`src/rtl/core/rbd_pkg.sv`:
```
// Shared types and codes for the ring buffer deque unit.
`timescale 1ns / 1ps

package rbd_pkg;

    localparam int unsigned VALUE_W = 32;
    localparam int unsigned OCC_W   = 5;

    typedef enum logic [1:0] {
        OP_PUSH_BACK  = 2'd0,
        OP_PUSH_FRONT = 2'd1,
        OP_POP_BACK   = 2'd2,
        OP_POP_FRONT  = 2'd3
    } t_op;

    typedef struct packed {
        t_op                  operation;
        logic [VALUE_W-1:0]   push_value;
    } t_in_item;

    typedef struct packed {
        logic [VALUE_W-1:0]   pop_value;
        logic                 success;
        logic [OCC_W-1:0]     occupancy;
    } t_out_item;

    typedef struct packed {
        logic capture;
        logic exec;
        logic take_read;
    } t_cmd;

    typedef struct packed {
        logic pop_ok;
    } t_status;

endpackage

```
`src/rtl/core/rbd_ram.sv`:
```
// Generic single-write, single-read RAM with registered read data.
`timescale 1ns / 1ps

module rbd_ram #(
    parameter int unsigned WIDTH = 32,
    parameter int unsigned DEPTH = 16
) (
    input  logic                     i_clk,
    input  logic                     i_wr_en,
    input  logic [$clog2(DEPTH)-1:0] i_wr_addr,
    input  logic [WIDTH-1:0]         i_wr_data,
    input  logic                     i_rd_en,
    input  logic [$clog2(DEPTH)-1:0] i_rd_addr,
    output logic [WIDTH-1:0]         o_rd_data
);

    logic [WIDTH-1:0] r_mem [DEPTH];
    logic [WIDTH-1:0] r_rd_data;

    always_ff @(posedge i_clk) begin
        if (i_wr_en) begin
            r_mem[i_wr_addr] <= i_wr_data;
        end
        if (i_rd_en) begin
            r_rd_data <= r_mem[i_rd_addr];
        end
    end

    assign o_rd_data = r_rd_data;

endmodule

```
`src/rtl/core/rbd_ctrl.sv`:
```
// Control state machine: accepts a beat, runs it, times the result strobe.
`timescale 1ns / 1ps

module rbd_ctrl (
    input  logic           i_clk,
    input  logic           i_rst_n,
    input  logic           start,
    input  rbd_pkg::t_status i_status,
    output rbd_pkg::t_cmd  o_cmd,
    output logic           busy,
    output logic           o_strobe
);

    typedef enum logic [1:0] {
        S_IDLE,
        S_EXEC,
        S_READ
    } t_state;

    t_state r_state;
    logic   r_busy;
    logic   r_strobe;

    always_comb begin
        o_cmd.capture   = start & ~r_busy;
        o_cmd.exec      = (r_state == S_EXEC);
        o_cmd.take_read = (r_state == S_READ);
    end

    always_ff @(posedge i_clk) begin
        if (!i_rst_n) begin
            r_state  <= S_IDLE;
            r_busy   <= 1'b0;
            r_strobe <= 1'b0;
        end else begin
            r_strobe <= 1'b0;
            unique case (r_state)
                S_IDLE: begin
                    if (start) begin
                        r_state <= S_EXEC;
                        r_busy  <= 1'b1;
                    end
                end
                S_EXEC: begin
                    if (i_status.pop_ok) begin
                        r_state <= S_READ;
                    end else begin
                        r_state  <= S_IDLE;
                        r_busy   <= 1'b0;
                        r_strobe <= 1'b1;
                    end
                end
                S_READ: begin
                    r_state  <= S_IDLE;
                    r_busy   <= 1'b0;
                    r_strobe <= 1'b1;
                end
                default: begin
                    r_state <= S_IDLE;
                    r_busy  <= 1'b0;
                end
            endcase
        end
    end

    assign busy     = r_busy;
    assign o_strobe = r_strobe;

endmodule

```
`src/rtl/core/rbd_datapath.sv`:
```
// Datapath: item register, ring indices, element count, store and result register.
`timescale 1ns / 1ps

module rbd_datapath #(
    parameter int unsigned DEPTH      = 16,
    parameter int unsigned DATA_WIDTH = 32
) (
    input  logic               i_clk,
    input  logic               i_rst_n,
    input  rbd_pkg::t_cmd      i_cmd,
    input  rbd_pkg::t_in_item  i_item,
    output rbd_pkg::t_status   o_status,
    output rbd_pkg::t_out_item o_result
);

    localparam int unsigned IW = $clog2(DEPTH);
    localparam int unsigned CW = $clog2(DEPTH + 1);
    localparam int unsigned VW = rbd_pkg::VALUE_W;
    localparam int unsigned OW = rbd_pkg::OCC_W;
    localparam logic [IW-1:0] LAST_IDX = IW'(DEPTH - 1);
    localparam logic [CW-1:0] FULL_CNT = CW'(DEPTH);

    rbd_pkg::t_in_item  r_item;
    rbd_pkg::t_out_item r_result;
    logic [IW-1:0]      r_front;
    logic [IW-1:0]      r_back;
    logic [CW-1:0]      r_count;

    logic              is_push;
    logic              ok;
    logic [IW-1:0]     front_inc;
    logic [IW-1:0]     front_dec;
    logic [IW-1:0]     back_inc;
    logic [IW-1:0]     back_dec;
    logic [CW-1:0]     n_count;
    logic [CW+OW-1:0]  occ_ext;
    logic [VW+DATA_WIDTH-1:0] wr_ext;
    logic [DATA_WIDTH+VW-1:0] rd_ext;

    logic                  wr_en;
    logic [IW-1:0]         wr_addr;
    logic                  rd_en;
    logic [IW-1:0]         rd_addr;
    logic [DATA_WIDTH-1:0] rd_data;

    always_comb begin
        is_push   = (r_item.operation == rbd_pkg::OP_PUSH_BACK) ||
                    (r_item.operation == rbd_pkg::OP_PUSH_FRONT);
        ok        = is_push ? (r_count != FULL_CNT) : (r_count != '0);
        front_inc = (r_front == LAST_IDX) ? '0 : r_front + 1'b1;
        front_dec = (r_front == '0) ? LAST_IDX : r_front - 1'b1;
        back_inc  = (r_back == LAST_IDX) ? '0 : r_back + 1'b1;
        back_dec  = (r_back == '0) ? LAST_IDX : r_back - 1'b1;
        n_count   = is_push ? r_count + 1'b1 : r_count - 1'b1;
        if (!ok) begin
            n_count = r_count;
        end
        occ_ext = {{OW{1'b0}}, n_count};
        wr_ext  = {{DATA_WIDTH{1'b0}}, r_item.push_value};
        rd_ext  = {{VW{1'b0}}, rd_data};

        wr_en   = i_cmd.exec & ok & is_push;
        wr_addr = (r_item.operation == rbd_pkg::OP_PUSH_FRONT) ? front_dec : r_back;
        rd_en   = i_cmd.exec & ok & ~is_push;
        rd_addr = (r_item.operation == rbd_pkg::OP_POP_BACK) ? back_dec : r_front;

        o_status.pop_ok = ok & ~is_push;
    end

    rbd_ram #(
        .WIDTH (DATA_WIDTH),
        .DEPTH (DEPTH)
    ) u_store (
        .i_clk     (i_clk),
        .i_wr_en   (wr_en),
        .i_wr_addr (wr_addr),
        .i_wr_data (wr_ext[DATA_WIDTH-1:0]),
        .i_rd_en   (rd_en),
        .i_rd_addr (rd_addr),
        .o_rd_data (rd_data)
    );

    always_ff @(posedge i_clk) begin
        if (!i_rst_n) begin
            r_front <= '0;
            r_back  <= '0;
            r_count <= '0;
        end else if (i_cmd.exec && ok) begin
            r_count <= n_count;
            unique case (r_item.operation)
                rbd_pkg::OP_PUSH_BACK:  r_back  <= back_inc;
                rbd_pkg::OP_PUSH_FRONT: r_front <= front_dec;
                rbd_pkg::OP_POP_BACK:   r_back  <= back_dec;
                rbd_pkg::OP_POP_FRONT:  r_front <= front_inc;
                default:                r_front <= r_front;
            endcase
        end
    end

    always_ff @(posedge i_clk) begin
        if (i_cmd.capture) begin
            r_item <= i_item;
        end
        if (i_cmd.exec) begin
            r_result.pop_value <= '0;
            r_result.success   <= ok;
            r_result.occupancy <= occ_ext[OW-1:0];
        end
        if (i_cmd.take_read) begin
            r_result.pop_value <= rd_ext[VW-1:0];
        end
    end

    assign o_result = r_result;

endmodule

```
`src/rtl/core/ring_buffer_deque_unit.sv`:
```
// Top level of the ring buffer deque unit: controller plus datapath.
`timescale 1ns / 1ps

// Double-ended queue over a ring store of DEPTH entries of DATA_WIDTH bits.
// Input: drive i_item (operation, push_value) and raise start; the beat is
// taken at a clock edge where start is high and busy is low.
// Operations: push back, push front, pop back, pop front. A push on a full
// queue or a pop on an empty one fails, leaves the state alone and returns
// zero; pushes always return zero in pop_value.
// Output: one result per beat on o_result, valid for the single cycle in
// which o_strobe is high. The receiver cannot stall; it must take it then.
// Each beat runs in S_EXEC, which registers success and occupancy into
// o_result; pushes and failed pops then raise o_strobe, while a successful
// pop first passes through S_READ, which takes the registered store read.
// busy drops in the strobe cycle, so a new beat can be accepted in that
// cycle; no new beat is taken while one is running.
// Reset (i_rst_n low, synchronous) empties the queue; the store contents
// are left as they are and are only read after a push has written them.
module ring_buffer_deque_unit #(
    parameter int unsigned DEPTH      = 16,
    parameter int unsigned DATA_WIDTH = 32
) (
    input  logic               i_clk,
    input  logic               i_rst_n,
    input  logic               start,
    input  rbd_pkg::t_in_item  i_item,
    output logic               busy,
    output logic               o_strobe,
    output rbd_pkg::t_out_item o_result
);

    rbd_pkg::t_cmd    cmd;
    rbd_pkg::t_status status;

    rbd_ctrl u_ctrl (
        .i_clk    (i_clk),
        .i_rst_n  (i_rst_n),
        .start    (start),
        .i_status (status),
        .o_cmd    (cmd),
        .busy     (busy),
        .o_strobe (o_strobe)
    );

    rbd_datapath #(
        .DEPTH      (DEPTH),
        .DATA_WIDTH (DATA_WIDTH)
    ) u_datapath (
        .i_clk    (i_clk),
        .i_rst_n  (i_rst_n),
        .i_cmd    (cmd),
        .i_item   (i_item),
        .o_status (status),
        .o_result (o_result)
    );

endmodule

```
`config.mk`:
```
export PLATFORM = sky130hd
export DESIGN_NAME = ring_buffer_deque_unit
export DESIGN_NICKNAME = d
export VERILOG_FILES = /design/src/rtl/core/rbd_pkg.sv /design/src/rtl/core/rbd_ram.sv /design/src/rtl/core/rbd_ctrl.sv /design/src/rtl/core/rbd_datapath.sv /design/src/rtl/core/ring_buffer_deque_unit.sv
export SDC_FILE = /design/constraint.sdc
export NUM_CORES = 1
export LEC_CHECK = 0
export ABC_AREA = 1
export BUFFER_PORTS_ARGS = -buffer_cell sky130_fd_sc_hd__buf_2
export CAP_MARGIN = 25
export CORE_AREA = 2 2 246 248
export DETAILED_ROUTE_END_ITERATION = 7
export DIE_AREA = 0 0 248 250
export PLACE_DENSITY = 0.65
export RECOVER_POWER = 25
export SYNTH_ARGS = -nofsm -noshare
export SYNTH_HDL_FRONTEND = slang
export SYNTH_SLANG_ARGS = --single-unit
```
`constraint.sdc`:
```
create_clock -name i_clk -period 3.5 [get_ports i_clk]
set_clock_uncertainty 0.1 [all_clocks]
set_input_delay 0.7 -clock i_clk [delete_from_list [all_inputs] [get_ports i_clk]]
set_output_delay 0.7 -clock i_clk [all_outputs]
set_load 0.01 [all_outputs]
```
Word-level counts from Yosys, hierarchy flattened:

Memory sizes are Yosys's and may differ from the RTL's. A register that Yosys moved wholly into a read port is not among the register bits.
Index checks and enable logic that the tools add are counted.

* register bits after elaboration: 89
* bits in writable memories: 512
* input port bits: 37
* output and inout port bits: 40
* logic and storage cells: 71
* memories: 1

* add/sub/neg operators: 6
* equal/unequal tests: 10
* muxes and demuxes: 23
* bitwise gates (word level): 7
* reduce and logical (&&, ||, !) cells: 13

Memory list
* u_datapath.u_store.r_mem: words 16, bits a word 32, rd ports 1, clocked after Yosys merged registers in 1, write ports 1, RTL line rbd_ram.sv:17 `logic [WIDTH-1:0] r_mem [DEPTH];`

Operators with widths (count)
* $mux W38: 1
* $mux W32: 1
* $mux W4: 6
* $pmux W4 S2: 2
* $mux W5: 2
* $add A4 B1 Y4 const B: 2
* $eq A4 B4 Y1 const B: 2
* $logic_not A4 Y1: 2
* $sub A4 B1 Y4 const B: 2
* $eq A2 B2 Y1 const B: 3
* $mux W1: 6
* $reduce_and A2 Y1: 3
* $reduce_bool A2 Y1: 3
* $add A5 B1 Y5 const B: 1
* $and A1 B1 Y1: 5
* $ne A5 B5 Y1 const B: 1
* $reduce_bool A5 Y1: 1
* $sub A5 B1 Y5 const B: 1
* $eq A2 B1 Y1 const B: 2
* $logic_not A2 Y1: 2
* $mux W2: 2
* $ne A2 B2 Y1 const B: 2
* $pmux W1 S2: 2
* $pmux W2 S2: 1
* other kinds (3): 4

Logic depth before layout (Yosys ltp):

Gate-level depths: netlist (run 1).

* depth in word-level cells: 7
* depth in mapped cells: 14
* mapped depth without buffers: 13

Cells and area by module:

Synthesis (run 1) repeated with hierarchy kept, for this count alone.

* cell total of the unflattened synthesis: 2490
* area, all modules: 26924.6 µm²

By module, submodules not included
* rbd_ram: instances 1, cells each 2122, area an instance 23052.1 µm², sequential area each 16335.7 µm²
* rbd_datapath: instances 1, cells each 338, area an instance 3647.2 µm², sequential area each 2422.3 µm²
* rbd_ctrl: instances 1, cells each 30, area an instance 225.2 µm², sequential area each 80.1 µm²

Worst setup path after synthesis (run 1):

OpenSTA, ideal clock, no wires.

* kind: reg-to-reg
* from: register u_datapath.r_item[33] in the netlist's numbering
* to: memory u_datapath.u_store.r_mem[13][0], enable pin
* library setup time: 0.421 ns
* arrival: 2.810 ns
* data required time: 2.979 ns
* path slack: 0.169 ns
* cell stages (with the launch flop): 9
* path buffers: 1
* period minus slack after synthesis: 3.331 ns
* cell sequence: edfxtp_1 -> buf_2 -> nor2_1 -> inv_1 -> o21ai_0 -> inv_1 -> nor2_1 -> nand2_1 -> nor2_1

* longest elaborated chain between the ends: 7
* elaborated cells on any way between the ends: 9
* those cells by class: eq/ne: 1; mux: 4; bitwise: 2; reduce/logical: 2

RTL lines
* start, declared: RTL line rbd_datapath.sv:23 `rbd_pkg::t_in_item r_item;`
* start signal, assigned: RTL line rbd_datapath.sv:102 `r_item <= i_item;`
* $eq A2 B1 Y1 or $logic_not A2 Y1 (tied branches): RTL line rbd_datapath.sv:48, rbd_datapath.sv:63, rbd_datapath.sv:47
* $logic_or A1 B1 Y1: RTL line rbd_datapath.sv:47 `is_push = (r_item.operation == rbd_pkg::OP_PUSH_BACK) ||`
* $mux W1: RTL line rbd_datapath.sv:49 `ok = is_push ? (r_count != FULL_CNT) : (r_count != '0);`
* $and A1 B1 Y1 (2 in a row): RTL line rbd_datapath.sv:62 `wr_en = i_cmd.exec & ok & is_push;`
* $mux W1: RTL line rbd_ram.sv:21 `if (i_wr_en) begin`
* $mux W1 (not written as such): RTL line rbd_ram.sv:22 `r_mem[i_wr_addr] <= i_wr_data;`
* end, declared: RTL line rbd_ram.sv:17

Several ways; a longest one is shown, not always the timed one.

Final worst setup path (run 1):

* from: register u_datapath.r_item[33] in the netlist's numbering
* to: memory u_datapath.u_store.r_mem[5][12], enable pin

The elaborated chain is that of the path after synthesis.

==> results.cfg, run 1 <==
[status]
outcome = complete, no violations

[critical_path]
crit_required_ps = 3660
path_class = register to register
path_delay_family = simple AND/OR/NAND/NOR gates
setup.worst_path.end_class = register
start_kind = register
path_cells = xnor2_1 > nor2_1 > nor2_1 > nand2_1 > nor2_1 > nand2_1 > nor2_4 > buf_4
worstPathBufferInverterCount = 1
crit_fanout = 18
path_common_cell = nor2_1
arrival_ps = 2990
critical-path-slowest-cell = edfxtp_1
slowest_delay_ps = 590

[detailed_routing]
drt_wl_total_um = 62100
drtPass1Iterations = 5
detail_route.wl_per_cell_um = 18.8
vias_per_cell = 5.26
ant_nets = 0
drt_iter0_drc = 1542
drc_errors = 0
via_count = 17333

[synth]
syn_inst = 2418
ys_types = 25
ys_ff_latch = 633
netlist_area_um2 = 26600
avgSynthCellArea_um2 = 11.0
seq_area_frac_synth_pct = 70.9
ys_warn_count = 0
synth_nets = 2463

[finish]
num_antenna_cells = 0
instances_no_fill = 3298
fin_util_pct = 50.6
nFillCells = 5103
layout_commonest_cell = nand2_1
layout_common_cells = nand2_1, edfxtp_1, nand3_1
num-nets-final = 2512
area_growth_pct = 13.6
drive_gt1_share_pct = 9.42

[floorplan]
row_count = 90
fp.dieH_um = 250
boundaryPins = 77
die_width_um = 248
die-area_um2 = 62000
core_area_um2 = 59600
start_util_pct = 44.6

[timing]
fin_crit_ps = 2830
drv_slew = 0
tightest_slew_ps = 1340
fin_tns_setup_ps = 0
rsz0062_at_grt = no
hold_violations = 0
setup_viol = 0
slew_headroom_pct = 10.6
period_share_pct = 81.0
whs_ps = 184
fmax_mhz = 353

[power]
ir_drop_uv = 374
p_leak_nw = 12.3
pwr-share-seq_pct = 50.5
power.internal_mw = 13.1
swShare_pct = 25.0
fin_total_pwr_mw = 17.4
power_density_nw_per_um2 = 578
pwr-share-clk_pct = 38.6
combinationalPowerShare_pct = 10.9
p_switching_mw = 4.36

[grt]
grt_usage_pct = 20.3
antenna_found_initial = 0
grt_pass1_vias = 17153
grt-ovfl-total = 0
grt_pass1_wl_um = 96700
grt_max_degree = 162

[place]
post-dp-hpwl_um = 33700
gp_congestion = 0.812
port_buffers = 76
dp_cells = 3181

[clock_tree]
htree_levels = 3
postCtsSetupBuffers = 0
cts.sinks = 633
cts_tree = yes
clock_latency_ps = 600
cts_buffers = 66
cts_max_path_buffers = 3
hold_buffers = 0
cts_root_buffer = clkbuf_16
cts_resized = 0
clkTransAtPathRegs_ps = 60

[run]
drv_cap = 0

[worst_hold_path]
worst_hold_path_type = input port to register
power by group through the flow:
stage | sequential [mW] | combinational (mW) | clock, mW
6_report | 8.80 | 1.90 | 6.73
4_1_cts | 8.80 | 1.92 | 6.86
3_3_place_gp | 8.95 | 1.88 | 0
2_1_floorplan | 8.90 | 1.27 | 0
3_5_place_dp | 8.96 | 1.91 | 0
5_1_grt | 8.82 | 2.13 | 7.15
synthesized netlist by cell type:
master | n | area [µm²]
buf_4 | 1 | 7.51
o21a_1 | 1 | 7.51
o211ai_1 | 2 | 15.0
nor2_1 | 45 | 169
or2_2 | 1 | 6.26
a21oi_1 | 14 | 70.1
inv_1 | 319 | 1200
o21ai_1 | 1 | 5.00
o21ai_0 | 22 | 110
nor3_1 | 2 | 10.0
nand2_1 | 624 | 2340
buf_2 | 59 | 295
xnor2_1 | 3 | 26.3
buf_1 | 16 | 60.1
a211oi_1 | 6 | 45.0
ha_1 | 8 | 100
xor2_1 | 4 | 35.0
nand2_2 | 1 | 6.26
edfxtp_1 | 616 | 18500
inv_2 | 4 | 15.0
clkbuf_1 | 61 | 229
nor2_4 | 1 | 11.3
nand3_1 | 589 | 2950
dfxtp_1 | 17 | 340
clkinv_1 | 1 | 3.75
state kept, by name, summed over array words and instances, names as in the netlist:
register                      flops
u_datapath.u_store.r_mem        512
u_datapath.o_result              38
u_datapath.r_item                34
u_datapath.u_store.o_rd_data     32
u_datapath.r_count                5
u_datapath.r_back                 4
u_datapath.r_front                4
u_ctrl.r_state                    2
u_ctrl.busy                       1
u_ctrl.o_strobe                   1
cells by family (layout without fill, tap and decap cells):
family / after synthesis / after routing / share of synthesized area (%)
flops: 633 / 633 / 70.9
simple gates: 1263 / 1263 / 20.7
compound gates: 46 / 46 / 0.952
buf+inv: 461 / 559 / 6.81
fa+ha+maj: 8 / 8 / 0.377
xor+xnor: 7 / 7 / 0.231
through the flow:
| stage | setup slack [ps] | cell area, µm² |
|---|---|---|
| 3_5_place_dp | 691 | 28100 |
| 5_1_grt | 399 | 30200 |
| 3_3_place_gp | 783 | 28100 |
| 2_1_floorplan | 169 | 26600 |
| 6_report | 667 | 30200 |
| 4_1_cts | 683 | 30200 |
area by class of cell:
| type | count | area [µm²] | share of cell area [%] |
|---|---|---|---|
| clock inverters | 40 | 343 | 1.14 |
| repair buffers | 118 | 981 | 3.25 |
| flip-flops and latches | 633 | 18800 | 62.4 |
| well taps | 782 | 978 | 3.24 |
| multi-input cells | 1324 | 6100 | 20.2 |
| clock buffers | 77 | 1710 | 5.68 |
| inverters | 324 | 1220 | 4.04 |
path summary, 6_finish.rpt:
kind | from | cells after the start | to | slack [ps]
setup reg to reg | u_datapath.r_item[33]$_DFFE_PP_ | 8 | u_datapath.u_store.r_mem[5][12]$_DFFE_PP_ | 670
hold reg to reg | u_datapath.u_store.o_rd_data[24]$_DFFE_PP_ | 2 | u_datapath.o_result[30]$_DFFE_PP_ | 410
hold / removal | i_item[31] | 1 | u_datapath.r_item[31]$_DFFE_PP_ | 180
setup / recovery | u_datapath.r_item[33]$_DFFE_PP_ | 8 | u_datapath.u_store.r_mem[5][12]$_DFFE_PP_ | 670
metal layers:
metal / vias up / GRT usage (%) / routed length [µm]
met1: 8403 / 27.1 / 26600
met5: - / 0 / 0
met4: 0 / 7.15 / 1520
met2: 564 / 33.9 / 30900
met3: 105 / 2.67 / 3180
li1: 8261 / - / -
No activity file was read; power rests on OpenSTA's default activity.
==> inputs of run 2 (changes only) <==
--- a/config.mk
+++ b/config.mk
@@ -11,7 +11,7 @@
 export CORE_AREA = 2 2 246 248
 export DETAILED_ROUTE_END_ITERATION = 7
 export DIE_AREA = 0 0 248 250
-export PLACE_DENSITY = 0.65
+export PLACE_DENSITY = 0.63
 export RECOVER_POWER = 25
 export SYNTH_ARGS = -nofsm -noshare
 export SYNTH_HDL_FRONTEND = slang
==> constraint.sdc (replaced) <==
create_clock -name i_clk -period 2.75 [get_ports i_clk]
set_clock_uncertainty 0.1 [all_clocks]
set_input_delay 0.55 -clock i_clk [delete_from_list [all_inputs] [get_ports i_clk]]
set_output_delay 0.55 -clock i_clk [all_outputs]
set_load 0.01 [all_outputs]
==> results.cfg, run 2 (synthesized netlist as in run 1, its figures left out) <==
[timing]
rsz0062_at_grt = yes
fin_ws_ps = 110
hold_violations = 0
period_share_pct = 96.0
whs_ps = 33.9
fin_crit_ps = 2640
tightest_slew_ps = 1030
setup_viol = 0
slew_headroom_pct = 31.6
drv_slew = 0
fmax_mhz = 379

[place]
dp_cells = 3221
gp_congestion = 0.836
post-dp-hpwl_um = 38000
port_buffers = 76
place_ws_ps = 146
dpl_cell_area_um2 = 28700

[clock_tree]
cts_max_path_buffers = 3
clock_latency_ps = 620
cts.sinks = 633
cts_tree = yes
cts_root_buffer = clkbuf_16
cts_buffers = 69
htree_levels = 3
postCtsSetupBuffers = 0
clkTransAtPathRegs_ps = 60

[grt]
grt_pass1_wl_um = 102000
grt_usage_pct = 21.6
antenna_found_initial = 0
grt_max_degree = 102
grt-ovfl-total = 0
grt_pass1_vias = 17672

[floorplan]
die-area_um2 = 62000
row_count = 90
die_width_um = 248
core_area_um2 = 59600
boundaryPins = 77
start_util_pct = 44.6
fp.dieH_um = 250

[critical_path]
crit_required_ps = 2950
path_class = register to register
arrival_ps = 2840
setup.worst_path.end_class = register
start_kind = register
crit_fanout = 26

[detailed_routing]
drtPass1Iterations = 6
drt_iter0_drc = 1665
detail_route.wl_per_cell_um = 19.5
drt_wl_total_um = 65900
ant_nets = 0
vias_per_cell = 5.28
drc_errors = 0
via_count = 17819

[power]
ir_drop_uv = 471
power_density_nw_per_um2 = 733
p_leak_nw = 12.7

[finish]
instances_no_fill = 3376
num_antenna_cells = 0
regMostFlops = u_datapath.u_store.r_mem
layout_commonest_cell = nand2_1
largest_reg_flops = 512
area_growth_pct = 17.3
layout_common_cells = nand2_1, edfxtp_1, nand3_1
num-nets-final = 2582
stdcell_area_um2 = 31200
nFillCells = 5038
drive_gt1_share_pct = 10.9

[status]
outcome = complete, no violations

[worst_hold_path]
worst_hold_path_type = input port to register

[run]
drv_cap = 0
==> run 2: cell count changes in the layout (fill, tap and decap cells not counted), moves of 2 or more <==
cell / delta
dlygate4sd3_1: +26
inv_16: +2
clkbuf_8: +2
clkinv_2: +4
buf_16: +2
buf_12: +18
clkbuf_16: +4
buf_4: +19
buf_2: -4
clkbuf_1: +6
inv_6: -2
==> run 2: layer usage <==
layer	vias to the layer above	global-route usage (%)	wire [µm]
li1	8403	-	-
met1	8651	29.2	27400
met2	645	35.3	32200
met3	120	3.15	4370
met4	0	8.23	1880
met5	-	0	0
==> run 2: where the power goes <==
group | internal, mW | switching (mW) | leakage (nW) | total (mW)
Combinational | 0.896 | 1.80 | 5.92 | 2.69
Clock | 5.15 | 3.81 | 1.08 | 8.95
Sequential | 11.0 | 0.259 | 5.73 | 11.2
==> run 2: what timing repair did <==
item	in CTS	in global routing
hold buffers	26	0
gates resized for setup	0	5
endpoints found under the hold margin	26	0
endpoints found under the setup margin	0	134
==> run 2: layout make-up <==
| type | instances | area (µm²) | area share (%) |
|---|---|---|---|
| clock buffers | 84 | 1820 | 5.85 |
| clock inverters | 44 | 367 | 1.18 |
| inverters | 324 | 1220 | 3.92 |
| multi-input cells | 1324 | 6100 | 19.6 |
| flip-flops and latches | 633 | 18800 | 60.5 |
| well taps | 782 | 978 | 3.14 |
| repair buffers | 185 | 1830 | 5.87 |
==> run 2: worst paths after layout <==
check	startpoint	endpoint	slack, ps	cells past startpoint
setup / recovery	u_datapath.r_front[0]$_SDFFE_PN0P_	u_datapath.u_store.r_mem[1][11]$_DFFE_PP_	110	9
hold / removal	i_item[33]	u_datapath.r_item[33]$_DFFE_PP_	30	1
setup reg to reg	u_datapath.r_front[0]$_SDFFE_PN0P_	u_datapath.u_store.r_mem[1][11]$_DFFE_PP_	110	9
hold reg to reg	u_datapath.u_store.o_rd_data[17]$_DFFE_PP_	u_datapath.o_result[23]$_DFFE_PP_	400	2
==> run 2: critical path: stages, from the launching register on <==
cell     delay (ps)
dfxtp_1         340
inv_1           180
ha_1            220
nand2_1          80
o21ai_0         280
nand2_1          80
o21ai_0         180
nand2_1         390
nor2_4          230
buf_12          240
==> run 2: per-stage QoR <==
stage	power, mW	TNS [ps]	util, %
final	22.9	0	52.3
after global routing	23.7	-2200	52.3
after CTS	23.0	0	52.2
after detailed placement	14.1	0	48.1
after global placement	14.0	0	48.1
after floorplan	12.9	-43320	-
==> inputs of run 3 (changes only) <==
--- a/config.mk
+++ b/config.mk
@@ -5,13 +5,15 @@
 export SDC_FILE = /design/constraint.sdc
 export NUM_CORES = 1
 export LEC_CHECK = 0
-export ABC_AREA = 1
 export BUFFER_PORTS_ARGS = -buffer_cell sky130_fd_sc_hd__buf_2
 export CAP_MARGIN = 25
-export CORE_AREA = 2 2 246 248
+export CELL_PAD_IN_SITES_DETAIL_PLACEMENT = 1
+export CELL_PAD_IN_SITES_GLOBAL_PLACEMENT = 2
+export CORE_AREA = 2 2 239 241
+export CTS_CLUSTER_SIZE = 40
 export DETAILED_ROUTE_END_ITERATION = 7
-export DIE_AREA = 0 0 248 250
-export PLACE_DENSITY = 0.63
+export DIE_AREA = 0 0 241 243
+export PLACE_DENSITY = 0.77
 export RECOVER_POWER = 25
 export SYNTH_ARGS = -nofsm -noshare
 export SYNTH_HDL_FRONTEND = slang
==> results.cfg, run 3 <==
[status]
outcome = complete, no violations

[finish]
num_antenna_cells = 0
largest_reg_flops = 512
regMostFlops = u_datapath.u_store.r_mem
area_growth_pct = 19.6
layout_commonest_cell = edfxtp_1
drive_gt1_share_pct = 24.3
num-nets-final = 1672
layout_common_cells = edfxtp_1, mux2i_1, mux2_2

[synth]
synth_edf_count = 616
synth_area_leaders = edfxtp_1, mux2i_1, mux2_2
synth_common_cells = edfxtp_1, mux2i_1, mux2_2, nand2_1, and2_1
synthArstFlopShare_pct = 0
synth_top_area_cell = edfxtp_1
yosysMostFrequentCell = edfxtp_1
ys_types = 61
ys_warn_count = 0
avgSynthCellArea_um2 = 17.6
synth_nets = 1468
syn_inst = 1423
ys_ff_latch = 633
netlist_area_um2 = 25100
seq_area_frac_synth_pct = 75.2
synth_top_area_share_pct = 73.8
synthFlopType = edfxtp_1

[run]
drv_cap = 0

[clock_tree]
cts_max_path_buffers = 3
cts_buffers = 68
clkTransAtPathRegs_ps = 60
htree_levels = 3
cts_root_buffer = clkbuf_16
clock_latency_ps = 620
cts.sinks = 633
cts_tree = yes

[power]
ir_drop_uv = 471
swShare_pct = 23.5
power.internal_mw = 17.0
fin_total_pwr_mw = 22.2
pwr-share-seq_pct = 49.7
combinationalPowerShare_pct = 10.6
power_density_nw_per_um2 = 740
p_leak_nw = 10.2
pwr-share-clk_pct = 39.7
p_switching_mw = 5.21

[floorplan]
fp.dieH_um = 243
start_util_pct = 44.8
die-area_um2 = 58600
row_count = 87
core_area_um2 = 56000
die_width_um = 241
boundaryPins = 77

[place]
post-dp-hpwl_um = 36900
gp_congestion = 0.772
port_buffers = 76

[critical_path]
crit_required_ps = 3130
crit_fanout = 11
path_class = register to register
arrival_ps = 3100
setup.worst_path.end_class = register
start_kind = register

[worst_hold_path]
worst_hold_path_type = input port to register

[timing]
drv_slew = 0
fin_crit_ps = 2720
whs_ps = 28.1
period_share_pct = 98.9
fmax_mhz = 368
slew_headroom_pct = 43.4
tightest_slew_ps = 849
setup_viol = 0
rsz0062_at_grt = yes
hold_violations = 0

[grt]
antenna_found_initial = 0
grt_pass1_wl_um = 93800
grt_max_degree = 44
grt_pass1_vias = 14452
grt-ovfl-total = 0
grt_usage_pct = 21.8

[detailed_routing]
ant_nets = 0
drt_iter0_drc = 1027
detail_route.wl_per_cell_um = 26.6
vias_per_cell = 5.60
drc_errors = 0
drtPass1Iterations = 7
drt_wl_total_um = 64700
via_count = 13623
run 3: changes by cell type after synthesis, sizes merged, moves of 19 or more:
cell    before  now
a31oi        0   21
and2         0   55
buf         76   43
clkbuf      61   36
inv        323   12
mux2         0  103
mux2i        0  196
nand2      625   67
nand3      589    3
o22ai        0   19
run 3: power groups by stage:
stage / Clock, mW / Sequential (mW) / Combinational [mW]
5_1_grt: 9.33 / 11.1 / 2.49
6_report: 8.80 / 11.0 / 2.34
3_5_place_dp: 0 / 11.2 / 2.14
4_1_cts: 8.97 / 11.0 / 2.19
2_1_floorplan: 0 / 11.2 / 1.39
3_3_place_gp: 0 / 11.2 / 2.10
run 3: final cells by class:
cell class              instances  area (µm²)
multi-input cells             699        5860
clock inverters                36         267
fillers                      5131       26000
inverters                      12        45.0
clock buffers                  84        1860
well taps                     756         946
repair buffers                213        2150
flip-flops and latches        633       18800
run 3: metrics by stage:
step | util, % | cell area, µm² | setup slack (ps) | cells | setup TNS (ps)
after global routing | 53.5 | 30000 | -103 | 2433 | -228
after floorplan | - | 25100 | -297 | 1423 | -89410
final | 53.5 | 30000 | 29.3 | 2433 | 0
after detailed placement | 48.8 | 27300 | 65.3 | 2274 | 0
after CTS | 52.9 | 29600 | 19.2 | 2412 | 0
after global placement | 48.8 | 27300 | 57.1 | 2274 | 0
run 3: logic make-up (layout without fill, tap and decap cells):
logic type	Yosys count	in the layout	synth area share, %
AO/OA/AOI/OAI	194	194	5.58
XOR/XNOR	9	9	0.315
adder cells (fa/ha/maj)	8	8	0.399
buffers and inverters	91	345	2.17
flip-flops	633	633	75.2
multiplexers	300	300	12.6
AND/OR/NAND/NOR	188	188	3.79
run 3: metal layers:
layer | up-vias | GRT usage, % | routed length [µm]
li1 | 6010 | - | -
met1 | 7167 | 29.3 | 27600
met4 | 0 | 6.14 | 1130
met5 | - | 0 | 0
met2 | 359 | 36.8 | 32700
met3 | 87 | 3.50 | 3220
run 3: what timing repair did:
item                                    4_1_cts  5_1_grt
hold endpoints to repair                     18        0
endpoints found under the setup margin        0       48
setup buffers                                 0       13
hold buffers                                 18        0
gates resized for setup                       0       14
run 3: path summary, 6_finish.rpt:
check | startpoint | to | slack (ps) | cells past startpoint
hold reg to reg | u_datapath.u_store.o_rd_data[20]$_DFFE_PP_ | u_datapath.o_result[26]$_DFFE_PP_ | 420 | 1
setup / recovery | u_datapath.r_item[32]$_DFFE_PP_ | u_datapath.u_store.o_rd_data[18]$_DFFE_PP_ | 30 | 10
setup reg to reg | u_datapath.r_item[32]$_DFFE_PP_ | u_datapath.u_store.o_rd_data[18]$_DFFE_PP_ | 30 | 10
hold / removal | i_item[14] | u_datapath.r_item[14]$_DFFE_PP_ | 30 | 1
run 3: worst max-delay path, stage by stage (launching register included):
cell and delay (ps):
edfxtp_1 440, buf_4 220, nor3b_4 240, a21o_4 210
buf_16 170, buf_8 190, buf_4 150, mux2i_1 70
mux2_2 270, a222oi_1 330, o31a_1 210
